==> src/hdl/pkcs1_v15_pad_checker_core_defines.svh <==
// Assertion macros shared by the padding checker.
`ifndef PKCS1_V15_PAD_CHECKER_CORE_DEFINES_SVH
`define PKCS1_V15_PAD_CHECKER_CORE_DEFINES_SVH

// Same-cycle implication, checked out of reset.
`define PKPC_ASSERT_NOW(label, ante, cons, msg) \
  label: assert property (@(posedge clk) disable iff (!rst_n) (ante) |-> (cons)) \
    else $error(msg);

// Next-cycle implication, checked out of reset.
`define PKPC_ASSERT_NEXT(label, ante, cons, msg) \
  label: assert property (@(posedge clk) disable iff (!rst_n) (ante) |=> (cons)) \
    else $error(msg);

`endif

==> src/hdl/pkpc_pkg.sv <==
`timescale 1ns / 1ps

package pkpc_pkg;

  localparam int unsigned CNT_W = 10;
  localparam logic [CNT_W-1:0] CNT_MAX = '1;

  localparam int unsigned MODE_W = 3;
  localparam logic [MODE_W-1:0] MODE_PLAIN  = 3'd0;
  localparam logic [MODE_W-1:0] MODE_SHA1   = 3'd1;
  localparam logic [MODE_W-1:0] MODE_SHA256 = 3'd2;
  localparam logic [MODE_W-1:0] MODE_SHA384 = 3'd3;
  localparam logic [MODE_W-1:0] MODE_SHA512 = 3'd4;

  localparam logic [7:0] HDR0_BYTE = 8'h00;
  localparam logic [7:0] HDR1_BYTE = 8'h01;
  localparam logic [7:0] PAD_BYTE  = 8'hFF;
  localparam logic [7:0] SEP_BYTE  = 8'h00;

  localparam int unsigned MIN_PAD = 8;
  localparam int unsigned PAD_W   = 4;

  localparam int unsigned PREFIX_DEPTH = 19;
  localparam int unsigned PIDX_W       = 5;

  localparam logic [7:0] DIGEST_INFO [4][PREFIX_DEPTH] = '{
    '{8'h30, 8'h21, 8'h30, 8'h09, 8'h06, 8'h05, 8'h2b, 8'h0e, 8'h03, 8'h02,
      8'h1a, 8'h05, 8'h00, 8'h04, 8'h14, 8'h00, 8'h00, 8'h00, 8'h00},
    '{8'h30, 8'h31, 8'h30, 8'h0d, 8'h06, 8'h09, 8'h60, 8'h86, 8'h48, 8'h01,
      8'h65, 8'h03, 8'h04, 8'h02, 8'h01, 8'h05, 8'h00, 8'h04, 8'h20},
    '{8'h30, 8'h41, 8'h30, 8'h0d, 8'h06, 8'h09, 8'h60, 8'h86, 8'h48, 8'h01,
      8'h65, 8'h03, 8'h04, 8'h02, 8'h02, 8'h05, 8'h00, 8'h04, 8'h30},
    '{8'h30, 8'h51, 8'h30, 8'h0d, 8'h06, 8'h09, 8'h60, 8'h86, 8'h48, 8'h01,
      8'h65, 8'h03, 8'h04, 8'h02, 8'h03, 8'h05, 8'h00, 8'h04, 8'h40}
  };

  typedef struct packed {
    logic [CNT_W-1:0] msg_length;
    logic             check_status;
    logic             frame_done;
    logic             msg_valid;
    logic [7:0]       msg_byte;
  } result_t;

  function automatic logic is_digest_mode(input logic [MODE_W-1:0] mode);
    return (mode >= MODE_SHA1) && (mode <= MODE_SHA512);
  endfunction

  function automatic logic [PIDX_W-1:0] prefix_len(input logic [MODE_W-1:0] mode);
    logic [PIDX_W-1:0] len;
    case (mode)
      MODE_SHA1:   len = 5'd15;
      MODE_SHA256: len = 5'd19;
      MODE_SHA384: len = 5'd19;
      MODE_SHA512: len = 5'd19;
      default:     len = 5'd0;
    endcase
    return len;
  endfunction

  function automatic logic [CNT_W-1:0] digest_len(input logic [MODE_W-1:0] mode);
    logic [CNT_W-1:0] len;
    case (mode)
      MODE_SHA1:   len = 10'd20;
      MODE_SHA256: len = 10'd32;
      MODE_SHA384: len = 10'd48;
      MODE_SHA512: len = 10'd64;
      default:     len = 10'd0;
    endcase
    return len;
  endfunction

  function automatic logic [7:0] prefix_byte(input logic [MODE_W-1:0] mode,
                                             input logic [PIDX_W-1:0] idx);
    logic [1:0]   row;
    logic [MODE_W-1:0] m1;
    logic [7:0]   val;
    m1  = mode - MODE_SHA1;
    row = m1[1:0];
    if (idx < PIDX_W'(PREFIX_DEPTH)) begin
      val = DIGEST_INFO[row][idx];
    end else begin
      val = 8'h00;
    end
    return val;
  endfunction

endpackage

==> src/hdl/pkpc_frame_ctl.sv <==
`timescale 1ns / 1ps

module pkpc_frame_ctl #(
  parameter int unsigned MAX_EM_BYTES = 512
) (
  input  logic                        clk,
  input  logic                        rst_n,
  input  logic                        step,
  input  logic [7:0]                  em_byte,
  input  logic                        em_last,
  input  logic [pkpc_pkg::MODE_W-1:0] mode,
  output logic                        res_emit,
  output pkpc_pkg::result_t           res
);

  typedef enum logic [2:0] {
    PH_HDR0,
    PH_HDR1,
    PH_PAD,
    PH_PREFIX,
    PH_BODY,
    PH_DRAIN
  } phase_t;

  localparam int unsigned POS_CMP_W = pkpc_pkg::CNT_W + 1;

  phase_t                        phase_r, phase_nxt;
  logic [pkpc_pkg::CNT_W-1:0]    pos_r, pos_nxt;
  logic [pkpc_pkg::PAD_W-1:0]    pad_r, pad_nxt;
  logic [pkpc_pkg::PIDX_W-1:0]   pidx_r, pidx_nxt;
  logic [pkpc_pkg::CNT_W-1:0]    cnt_r, cnt_nxt;
  logic                          fail_r, fail_nxt;
  logic                          body;
  logic [pkpc_pkg::PIDX_W-1:0]   tl;
  logic [pkpc_pkg::PIDX_W-1:0]   pidx_inc;

  always_comb begin
    phase_nxt = phase_r;
    pad_nxt   = pad_r;
    pidx_nxt  = pidx_r;
    fail_nxt  = fail_r;
    body      = 1'b0;
    tl        = pkpc_pkg::prefix_len(mode);
    pidx_inc  = pidx_r + pkpc_pkg::PIDX_W'(1);

    // A byte beyond the frame limit spoils the frame.
    if ({1'b0, pos_r} >= POS_CMP_W'(MAX_EM_BYTES)) begin
      fail_nxt = 1'b1;
    end

    case (phase_r)
      PH_HDR0: begin
        if (em_byte != pkpc_pkg::HDR0_BYTE) begin
          fail_nxt  = 1'b1;
          phase_nxt = PH_DRAIN;
        end else begin
          phase_nxt = PH_HDR1;
        end
      end
      PH_HDR1: begin
        if (em_byte != pkpc_pkg::HDR1_BYTE) begin
          fail_nxt  = 1'b1;
          phase_nxt = PH_DRAIN;
        end else begin
          phase_nxt = PH_PAD;
        end
      end
      PH_PAD: begin
        if (em_byte == pkpc_pkg::PAD_BYTE) begin
          // Only "at least eight" matters, so the run count stops at eight.
          if (pad_r < pkpc_pkg::PAD_W'(pkpc_pkg::MIN_PAD)) begin
            pad_nxt = pad_r + pkpc_pkg::PAD_W'(1);
          end
        end else if (em_byte == pkpc_pkg::SEP_BYTE) begin
          if (pad_r < pkpc_pkg::PAD_W'(pkpc_pkg::MIN_PAD)) begin
            fail_nxt = 1'b1;
          end
          pidx_nxt  = '0;
          phase_nxt = pkpc_pkg::is_digest_mode(mode) ? PH_PREFIX : PH_BODY;
        end else begin
          fail_nxt  = 1'b1;
          phase_nxt = PH_DRAIN;
        end
      end
      PH_PREFIX: begin
        if ((pidx_r < tl) && (tl != '0)) begin
          if (em_byte != pkpc_pkg::prefix_byte(mode, pidx_r)) begin
            fail_nxt = 1'b1;
          end
          pidx_nxt = pidx_inc;
          if (pidx_inc >= tl) begin
            phase_nxt = PH_BODY;
          end
        end else begin
          // The mode moved under us and the prefix is already covered.
          phase_nxt = PH_BODY;
          body      = 1'b1;
        end
      end
      PH_BODY: begin
        body = 1'b1;
      end
      default: begin
        phase_nxt = PH_DRAIN;
      end
    endcase

    cnt_nxt = (body && (cnt_r != pkpc_pkg::CNT_MAX)) ? cnt_r + pkpc_pkg::CNT_W'(1) : cnt_r;
    pos_nxt = (pos_r != pkpc_pkg::CNT_MAX) ? pos_r + pkpc_pkg::CNT_W'(1) : pos_r;

    res              = '0;
    res.msg_byte     = body ? em_byte : 8'h00;
    res.msg_valid    = body;
    res_emit         = body || em_last;

    if (em_last) begin
      if (phase_nxt == PH_BODY) begin
        res.msg_length = cnt_nxt;
        if (mode > pkpc_pkg::MODE_SHA512) begin
          fail_nxt = 1'b1;
        end
        if (pkpc_pkg::is_digest_mode(mode) && (cnt_nxt != pkpc_pkg::digest_len(mode))) begin
          fail_nxt = 1'b1;
        end
      end else begin
        res.msg_length = '0;
        fail_nxt       = 1'b1;
      end
      res.frame_done   = 1'b1;
      res.check_status = fail_nxt;
      phase_nxt        = PH_HDR0;
      pos_nxt          = '0;
      pad_nxt          = '0;
      pidx_nxt         = '0;
      cnt_nxt          = '0;
      fail_nxt         = 1'b0;
    end
  end

  always_ff @(posedge clk) begin
    if (!rst_n) begin
      phase_r <= PH_HDR0;
      pos_r   <= '0;
      pad_r   <= '0;
      pidx_r  <= '0;
      cnt_r   <= '0;
      fail_r  <= 1'b0;
    end else if (step) begin
      phase_r <= phase_nxt;
      pos_r   <= pos_nxt;
      pad_r   <= pad_nxt;
      pidx_r  <= pidx_nxt;
      cnt_r   <= cnt_nxt;
      fail_r  <= fail_nxt;
    end
  end

endmodule

==> src/hdl/pkcs1_v15_pad_checker_core.sv <==
`timescale 1ns / 1ps

// PKCS #1 v1.5 padding checker. Feed the encoded message one byte per word,
// most significant byte first, with in_tlast on its final byte. The block
// checks the 00 01 header, at least eight FF padding bytes and the 00
// separator, and in digest modes the DigestInfo prefix and digest length.
// Every message or digest byte comes out as a word with out_tuser set; the
// word for the final input byte has out_tlast set and carries the pass/fail
// status and the message length (zero when the header is bad, the separator
// is missing or the prefix is cut short). One byte is taken every clock
// cycle unless the output is back-pressured; each byte passes through an
// input register and a result register before its word is presented. Bytes
// that produce no result (header, padding, prefix) still pass through the
// input register. The user must write padding_mode through cfg_wen/cfg_wdata
// only while no frame is in flight; the block itself does not enforce this.
module pkcs1_v15_pad_checker_core #(
  parameter int unsigned MAX_EM_BYTES = 512
) (
  input  logic                        clk,
  input  logic                        rst_n,
  input  logic                        in_tvalid,
  output logic                        in_tready,
  input  logic [7:0]                  in_tdata,   // em_byte[7:0]
  input  logic                        in_tlast,   // em_last
  output logic                        out_tvalid,
  input  logic                        out_tready,
  output logic [23:0]                 out_tdata,  // msg_byte[7:0], check_status[8],
                                                  // msg_length[18:9], zero[23:19]
  output logic                        out_tuser,  // msg_valid
  output logic                        out_tlast,  // frame_done
  input  logic                        cfg_wen,
  input  logic [pkpc_pkg::MODE_W-1:0] cfg_wdata   // padding_mode
);

  logic [pkpc_pkg::MODE_W-1:0] mode_r;
  logic                        s1_valid_r;
  logic [7:0]                  s1_byte_r;
  logic                        s1_last_r;
  logic                        out_valid_r;
  pkpc_pkg::result_t           out_res_r;
  logic                        out_load_ok;
  logic                        s1_fire;
  logic                        in_fire;
  logic                        res_emit;
  pkpc_pkg::result_t           res;

  assign out_load_ok = !out_valid_r || out_tready;
  assign s1_fire     = s1_valid_r && out_load_ok;
  assign in_tready   = !s1_valid_r || out_load_ok;
  assign in_fire     = in_tvalid && in_tready;

  always_ff @(posedge clk) begin
    if (!rst_n) begin
      mode_r <= pkpc_pkg::MODE_PLAIN;
    end else if (cfg_wen) begin
      mode_r <= cfg_wdata;
    end
  end

  always_ff @(posedge clk) begin
    if (!rst_n) begin
      s1_valid_r <= 1'b0;
    end else if (in_fire) begin
      s1_valid_r <= 1'b1;
    end else if (s1_fire) begin
      s1_valid_r <= 1'b0;
    end
  end

  always_ff @(posedge clk) begin
    if (in_fire) begin
      s1_byte_r <= in_tdata;
      s1_last_r <= in_tlast;
    end
  end

  pkpc_frame_ctl #(
    .MAX_EM_BYTES (MAX_EM_BYTES)
  ) u_frame_ctl (
    .clk      (clk),
    .rst_n    (rst_n),
    .step     (s1_fire),
    .em_byte  (s1_byte_r),
    .em_last  (s1_last_r),
    .mode     (mode_r),
    .res_emit (res_emit),
    .res      (res)
  );

  always_ff @(posedge clk) begin
    if (!rst_n) begin
      out_valid_r <= 1'b0;
    end else if (s1_fire && res_emit) begin
      out_valid_r <= 1'b1;
    end else if (out_tready) begin
      out_valid_r <= 1'b0;
    end
  end

  always_ff @(posedge clk) begin
    if (s1_fire && res_emit) begin
      out_res_r <= res;
    end
  end

  assign out_tvalid = out_valid_r;
  assign out_tuser  = out_res_r.msg_valid;
  assign out_tlast  = out_res_r.frame_done;
  assign out_tdata  = {5'd0, out_res_r.msg_length, out_res_r.check_status,
                       out_res_r.msg_byte};

`include "pkcs1_v15_pad_checker_core_defines.svh"

  // A word with no message byte can only be the end-of-frame report.
  `PKPC_ASSERT_NOW(a_empty_word_is_done, out_tvalid && !out_tuser, out_tlast, "empty word without frame end")

  // Status and length are only reported on the end-of-frame word.
  `PKPC_ASSERT_NOW(a_status_only_at_done, out_tvalid && !out_tlast, out_tdata[18:8] == 11'd0, "status outside frame end")

  // A held input byte stays in the input register until it can move on.
  `PKPC_ASSERT_NEXT(a_s1_holds, s1_valid_r && !out_load_ok, s1_valid_r && $stable(s1_byte_r), "input stage lost a byte")

endmodule

==> config.mk <==
export PLATFORM = sky130hd
export DESIGN_NAME = pkcs1_v15_pad_checker_core
export DESIGN_NICKNAME = d
export VERILOG_FILES = /design/src/hdl/pkpc_pkg.sv /design/src/hdl/pkpc_frame_ctl.sv /design/src/hdl/pkcs1_v15_pad_checker_core.sv
export VERILOG_INCLUDE_DIRS = /design/src /design/src/hdl
export SDC_FILE = /design/constraint.sdc
export NUM_CORES = 1
export LEC_CHECK = 0
export ABC_CLOCK_PERIOD_IN_PS = 10100
export BUFFER_PORTS_ARGS = -buffer_cell sky130_fd_sc_hd__buf_2
export CORE_MARGIN = 2
export CORE_UTILIZATION = 60
export DETAILED_ROUTE_END_ITERATION = 12
export GPL_TIMING_DRIVEN = 0
export PLACE_DENSITY = 0.83
export SETUP_SLACK_MARGIN = 0.2
export SYNTH_ARGS = -nofsm -noshare
export SYNTH_HDL_FRONTEND = slang
export SYNTH_SLANG_ARGS = --single-unit
==> constraint.sdc <==
create_clock -name clk -period 10.1 [get_ports clk]
set_clock_uncertainty 0.15 [all_clocks]
set_input_delay 1.515 -clock clk [delete_from_list [all_inputs] [get_ports clk]]
set_output_delay 1.515 -clock clk [all_outputs]
set_load 0.05 [all_outputs]
# Yosys cells after proc, flatten, opt, wreduce, memory -nomap -nowiden

Index checks and enable logic that the tools add are counted.

Logic and storage cells: 134
Register bits after elaboration: 68

Equality and inequality tests: 18
Add/subtract/negate cells: 5
$lt $le $gt $ge: 10
Reduce and logical (&&, ||, !) cells: 28
Muxes and demuxes: 55
Bitwise logic cells: 2

Operators with widths:

| operator              | count |
|---|---|
| $bmux 152 s2          | 1 |
| $mux 152              | 2 |
| $mux 10               | 6 |
| $bmux 8 s5            | 1 |
| $mux 8                | 5 |
| $pmux 7 s4            | 1 |
| $mux 3                | 8 |
| $add 10x1->10 const B | 2 |
| $mux 5                | 4 |
| $ne 10x10->1 const B  | 2 |
| $pmux 5 s2            | 2 |
| $mux 1                | 18 |
| $mux 4                | 4 |
| $pmux 3 s5            | 1 |
| $eq 3x2->1 const B    | 4 |
| $reduce_bool 2->1     | 6 |
| $ge 10x10->1 const B  | 1 |
| $ne 10x10->1          | 1 |
| $eq 3x3->1 const B    | 3 |
| $eq 8x8->1 const B    | 1 |
| $logic_not 8->1       | 1 |
| $ne 8x1->1 const B    | 1 |
| $ne 8x8->1            | 1 |
| $reduce_bool 8->1     | 1 |
| other kinds (29)      | 41 |

# Logic depth before layout (Yosys ltp)

Word-level depth: 18
Depth in mapped cells: 16
Mapped depth without buffers: 14

# Cells and area by module

Synthesis repeated with hierarchy kept, for this count alone.

Cells, all modules: 500
Area, all modules: 4466.8 um^2

By module, submodules not included:

| module                     | area each (um^2) | cells an instance | instances |
|---|---|---|---|
| pkpc_frame_ctl             | 3318.2           | 442               | 1 |
| pkcs1_v15_pad_checker_core | 1148.6           | 58                | 1 |

# Worst setup path after synthesis

OpenSTA, ideal clock, no wires.

Kind: reg2reg
From: register mode_r[0] (netlist name)
To: register out_res_r (netlist bit out_tdata[8]) (data pin)
Setup time: 256 ps
Path slack: 6392 ps
Path buffers: 1
Arrival: 3302 ps
Cell stages (with the launch flop): 13
Required time: 9694 ps
Cells stage by stage: dfxtp_1 ha_1 clkbuf_1 nand2b_1 ha_1 a21o_1 a211o_1 nor4_4 nor4_2 or3_1 a221oi_2 nand4_1 a22o_1

Longest elaborated chain between the ends: 18
Elaborated cells on any way between the ends: 48

Ends and longest elaborated chain:

| what                                         | RTL line                          | RTL |
|---|---|---|
| start, declared                              | pkcs1_v15_pad_checker_core.sv:35  | `logic [pkpc_pkg::MODE_W-1:0] mode_r;` |
| start signal, assigned                       | pkcs1_v15_pad_checker_core.sv:54  | `mode_r <= pkpc_pkg::MODE_PLAIN;` |
| start signal, assigned                       | pkcs1_v15_pad_checker_core.sv:56  | `mode_r <= cfg_wdata;` |
| $sub 2x1->2                                  | pkpc_pkg.sv:78                    | `m1 = mode - MODE_SHA1;` |
| $not 2->3 (not written as such)              | pkpc_pkg.sv:81                    | `val = DIGEST_INFO[row][idx];` |
| $bmux 152 s2                                 | pkpc_pkg.sv:81                    |  |
| $mux 152 (not written as such) (2 in series) | pkpc_pkg.sv:81                    |  |
| $bmux 8 s5                                   | pkpc_pkg.sv:81                    |  |
| $mux 8 (not written as such) (2 in series)   | pkpc_pkg.sv:81                    |  |
| $mux 8                                       | pkpc_pkg.sv:80                    | `if (idx < PIDX_W'(PREFIX_DEPTH)) begin` |
| $mux 8                                       | pkpc_frame_ctl.sv:86              | `if ((pidx_r < tl) && (tl != '0)) begin` |
| $mux 8                                       | pkpc_frame_ctl.sv:51              | `case (phase_r)` |
| $ne 8x8->1                                   | pkpc_frame_ctl.sv:87              | `if (em_byte != pkpc_pkg::prefix_byte(mode, pidx_r)) begin` |
| $mux 1                                       | pkpc_frame_ctl.sv:87              |  |
| $mux 1                                       | pkpc_frame_ctl.sv:86              |  |
| $pmux 1 s4                                   | pkpc_frame_ctl.sv:51              |  |
| $mux 1                                       | pkpc_frame_ctl.sv:119             | `if (mode > pkpc_pkg::MODE_SHA512) begin` |
| $mux 1                                       | pkpc_frame_ctl.sv:122             | `if (pkpc_pkg::is_digest_mode(mode) && (cnt_nxt != pkpc_pkg::digest_len(mode))) begin` |
| $mux 1 (*)                                   | pkpc_frame_ctl.sv:117             | `if (phase_nxt == PH_BODY) begin` |
| end signal, assigned                         | pkcs1_v15_pad_checker_core.sv:102 | `out_res_r <= res;` |
| end, declared                                | pkcs1_v15_pad_checker_core.sv:40  | `pkpc_pkg::result_t out_res_r;` |

Mark *: on every way between the ends. The rest lies on a longest branch, timed or not. The select of a mux whose other input is x is not followed.
A chain may end at the register's enable or synchronous reset.

# Worst setup path in the final report

Same ends and word-level chain as after synthesis.

==> results by group <==
Outcome
  • Run status: completed

Placement
  • Dpl ws: roughly 5700 ps
  • DPL Wire Length: 7434 um
  • Placed insts: roughly 630
  • Routability cong.: ~0.97
  • Area after DPL: 4760 um^2
  • PortBufs: 38

Clock network
  • H-tree levels: 3
  • Resized Gates After CTS: 0
  • # hold bufs at CTS: 0
  • CTS Sinks: 68
  • CTS root buf: clkbuf_8
  • Post-CTS Setup Inserts: 0
  • Clock-pin slew on the worst setup and hold paths: roughly 70 ps
  • CTS Buf Count: 9
  • CTS tree: yes
  • Max Root-Sink Buffers: 2
  • Clk_lat worst skew: 360 ps

Detailed routing
  • DR vias: between 3000 and 4000
  • Via density: 5.844
  • DR iter-0 viols: 268
  • Routed len/inst: 15.91 um
  • Routed Antenna Nets: 0
  • 1st-pass router iterations: 5
  • DRC Markers: 0
  • Routed WL: 10330 um

Hold path
  • Hold path depth: 0
  • Hold Path Class: flip-flop to flip-flop

GRT
  • First-pass GRT wire length: 17460 um
  • Initial antenna violation count: 0
  • Vias in the first global route: 3712
  • Grt total ovfl: 0
  • Total Routing Usage GR: 26.54%
  • Largest net degree at the start of global routing: 13

Synth
  • Top-area cell type share of the netlist area: 20.41%
  • Largest cells by area after synthesis: edfxtp_1, dfxtp_1, ha_1
  • Async SR Flop Fraction: 0%
  • Largest family of logic cells by synthesized area: simple AND/OR/NAND/NOR gates
  • Number of flops mapped to enable cells by yosys: 30
  • Ys Warns: 0
  • Mux cell area share after synthesis: between 1.5 and 2%
  • Netlist cell types: between 60 and 70
  • Compound-cell area share of the yosys netlist: between 10 and 15%
  • Post-Synth XOR/XNOR Area: 7.740%
  • Post-synthesis sequential area ratio: 37.65%
  • Cell taking the most area after synthesis: edfxtp_1
  • Simple-gate portion of the synthesized area: 27.13%
  • Post-Synthesis Cells: approximately 500
  • Yosys reg bits: 68
  • Syn_area_per_cell: 8.988 um^2
  • Adder-cell share of the synthesized area: 5.954%
  • Mapped cell area: 4413 um^2
  • Most used DFF post-synth: dfxtp_1

STA
  • Min Tclk post-route: around 4400 ps
  • RSZ-0062 raised after global routing: no
  • Fin crit share: 43.62%
  • Slew @ Worst Pin: 684.1 ps
  • Setup total negative slack: 0 ps
  • # setup viols final: 0
  • Max Clk Rate: 227.0 MHz
  • Final setup margin: about 5700 ps
  • Worst rel slew slack: 53.21%
  • Final Hold Vio Count: 0
  • Number of max-slew violations in the final report: 0

Finish
  • Commonest non-fill, non-tap cells in the layout: nor2_1, buf_2, dfxtp_1
  • Non-filler cells, final: 649
  • Layout area overhead: 13.33%
  • Most common cell after layout, fill and taps aside: nor2_1
  • Layout Nets: 583
  • Final Instance Area: 5001 um^2
  • Layout cells sized above 1: between 10% and 20%
  • Antenna Cells: 0

Worst setup path
  • Crit. End Element: flip-flop
  • Worst Path Required: between 10000 and 15000 ps
  • Worst setup SP type: flip-flop
  • Worst EP arrival: 4370 ps
  • Setup CP Type: flip-flop to flip-flop
  • CP max FO: 10
  • Worst Reg2Reg Path Length in Cells: 12

Run
  • Max cap viols: 0

Floorplanning
  • Die height: ~90 um
  • Die Wd: 89.76 um
  • FP Rows: 31
  • Die area: 8057 um^2
  • # IOs: between 40 and 50
  • Initial Utilization: 61.50%
  • Core area: 7176 um^2

Power and ir drop
  • Lkg Pwr: 1.896 nW
  • Peak VDD IR: 0.09781 mV
  • Power per cell area: about 130 nW/um^2
  • Overall power: 0.6348 mW
-- critical path, stage by stage, from the launching register on --
cell	delay, ps
dfxtp_1	530
ha_1	320
clkbuf_1	380
nand2b_1	280
ha_1	380
a21o_1	190
a211o_1	350
nor4_4	470
nor4_2	180
or3_1	350
a221oi_2	270
nand4_1	130
a22o_1	190
-- area by class of cell --
class	count	area [um^2]
buffer	32	165.2
clock buffer	14	226.5
clock inverter	2	15.01
fill	572	2175
inverter	15	56.30
multi-input combinational	380	2547
sequential	68	1662
tap	99	123.9
timing repair buffer	39	205.2
-- routing by layer --
layer | up-vias | routed length (um) | GRT usage, %
met3 | 20 | 627 | 5.113
met2 | 134 | 4844 | 43.75
met5 | - | 0 | 0
met4 | 0 | 237 | 9.872
li1 | 1845 | - | -
met1 | 1794 | 4616 | 34.90
-- cell usage after synthesis (3+ instances only) --
cell type and count:
nor3b_1 5, nor2b_1 24, buf_2 6, xnor2_1 21
nand4_1 12, dfxtp_1 38, a22oi_1 8, and2_1 19
o21a_1 4, nand3b_1 3, nor4_1 4, o211ai_1 4
or3_1 5, and3_1 5, a22o_1 3, nand2b_1 9
edfxtp_1 30, nand2_1 28, mux2i_1 8, a21o_1 3
a21oi_1 14, xor2_1 18, o31ai_1 6, o21ai_0 22
nand3_1 16, nor3_1 12, clkbuf_1 16, ha_1 21
buf_4 6, a21boi_0 4, nor2_1 56, inv_1 15
-- report_power, final --
part | switching (mW) | internal (mW)
clock network | 0.112 | 0.149
registers | 0.00510 | 0.293
logic | 0.0497 | 0.0262
-- flip-flops by register name, summed over array words and instances (netlist names) --
register	count
out_tdata	19
u_frame_ctl.cnt_r	10
u_frame_ctl.pos_r	10
s1_byte_r	8
u_frame_ctl.pidx_r	5
u_frame_ctl.pad_r	4
mode_r	3
u_frame_ctl.phase_r	3
out_tlast	1
out_tuser	1
out_tvalid	1
s1_last_r	1
s1_valid_r	1
u_frame_ctl.fail_r	1
-- path summary, 6_finish.rpt --
path,from,endpoint,slack [ps]
max,mode_r[0],out_tdata[8],5690
min,s1_last_r,out_tlast,340
max reg2reg,mode_r[0],out_tdata[8],5690
min reg2reg,s1_last_r,out_tlast,340
-- stage by stage --
| stage | util (%) | hold slack [ps] |
|---|---|---|
| floorplan | - | 274.4 |
| global placement | 66.09 | 284.6 |
| detailed placement | 66.33 | 294.1 |
| CTS | 69.69 | 324.7 |
| global route | 69.69 | 344.4 |
| finish | 69.69 | 336.3 |
-- cell families (layout without fill, tap and decap cells) --
logic type	Yosys count	in the layout
compound gates	93	93
fa+ha+maj	21	21
mux	8	8
other cells	1	5
xor+xnor	39	39
flops	68	68
buf+inv	47	102
simple gates	214	214
Note: power is estimated with default switching activity, not from simulation.
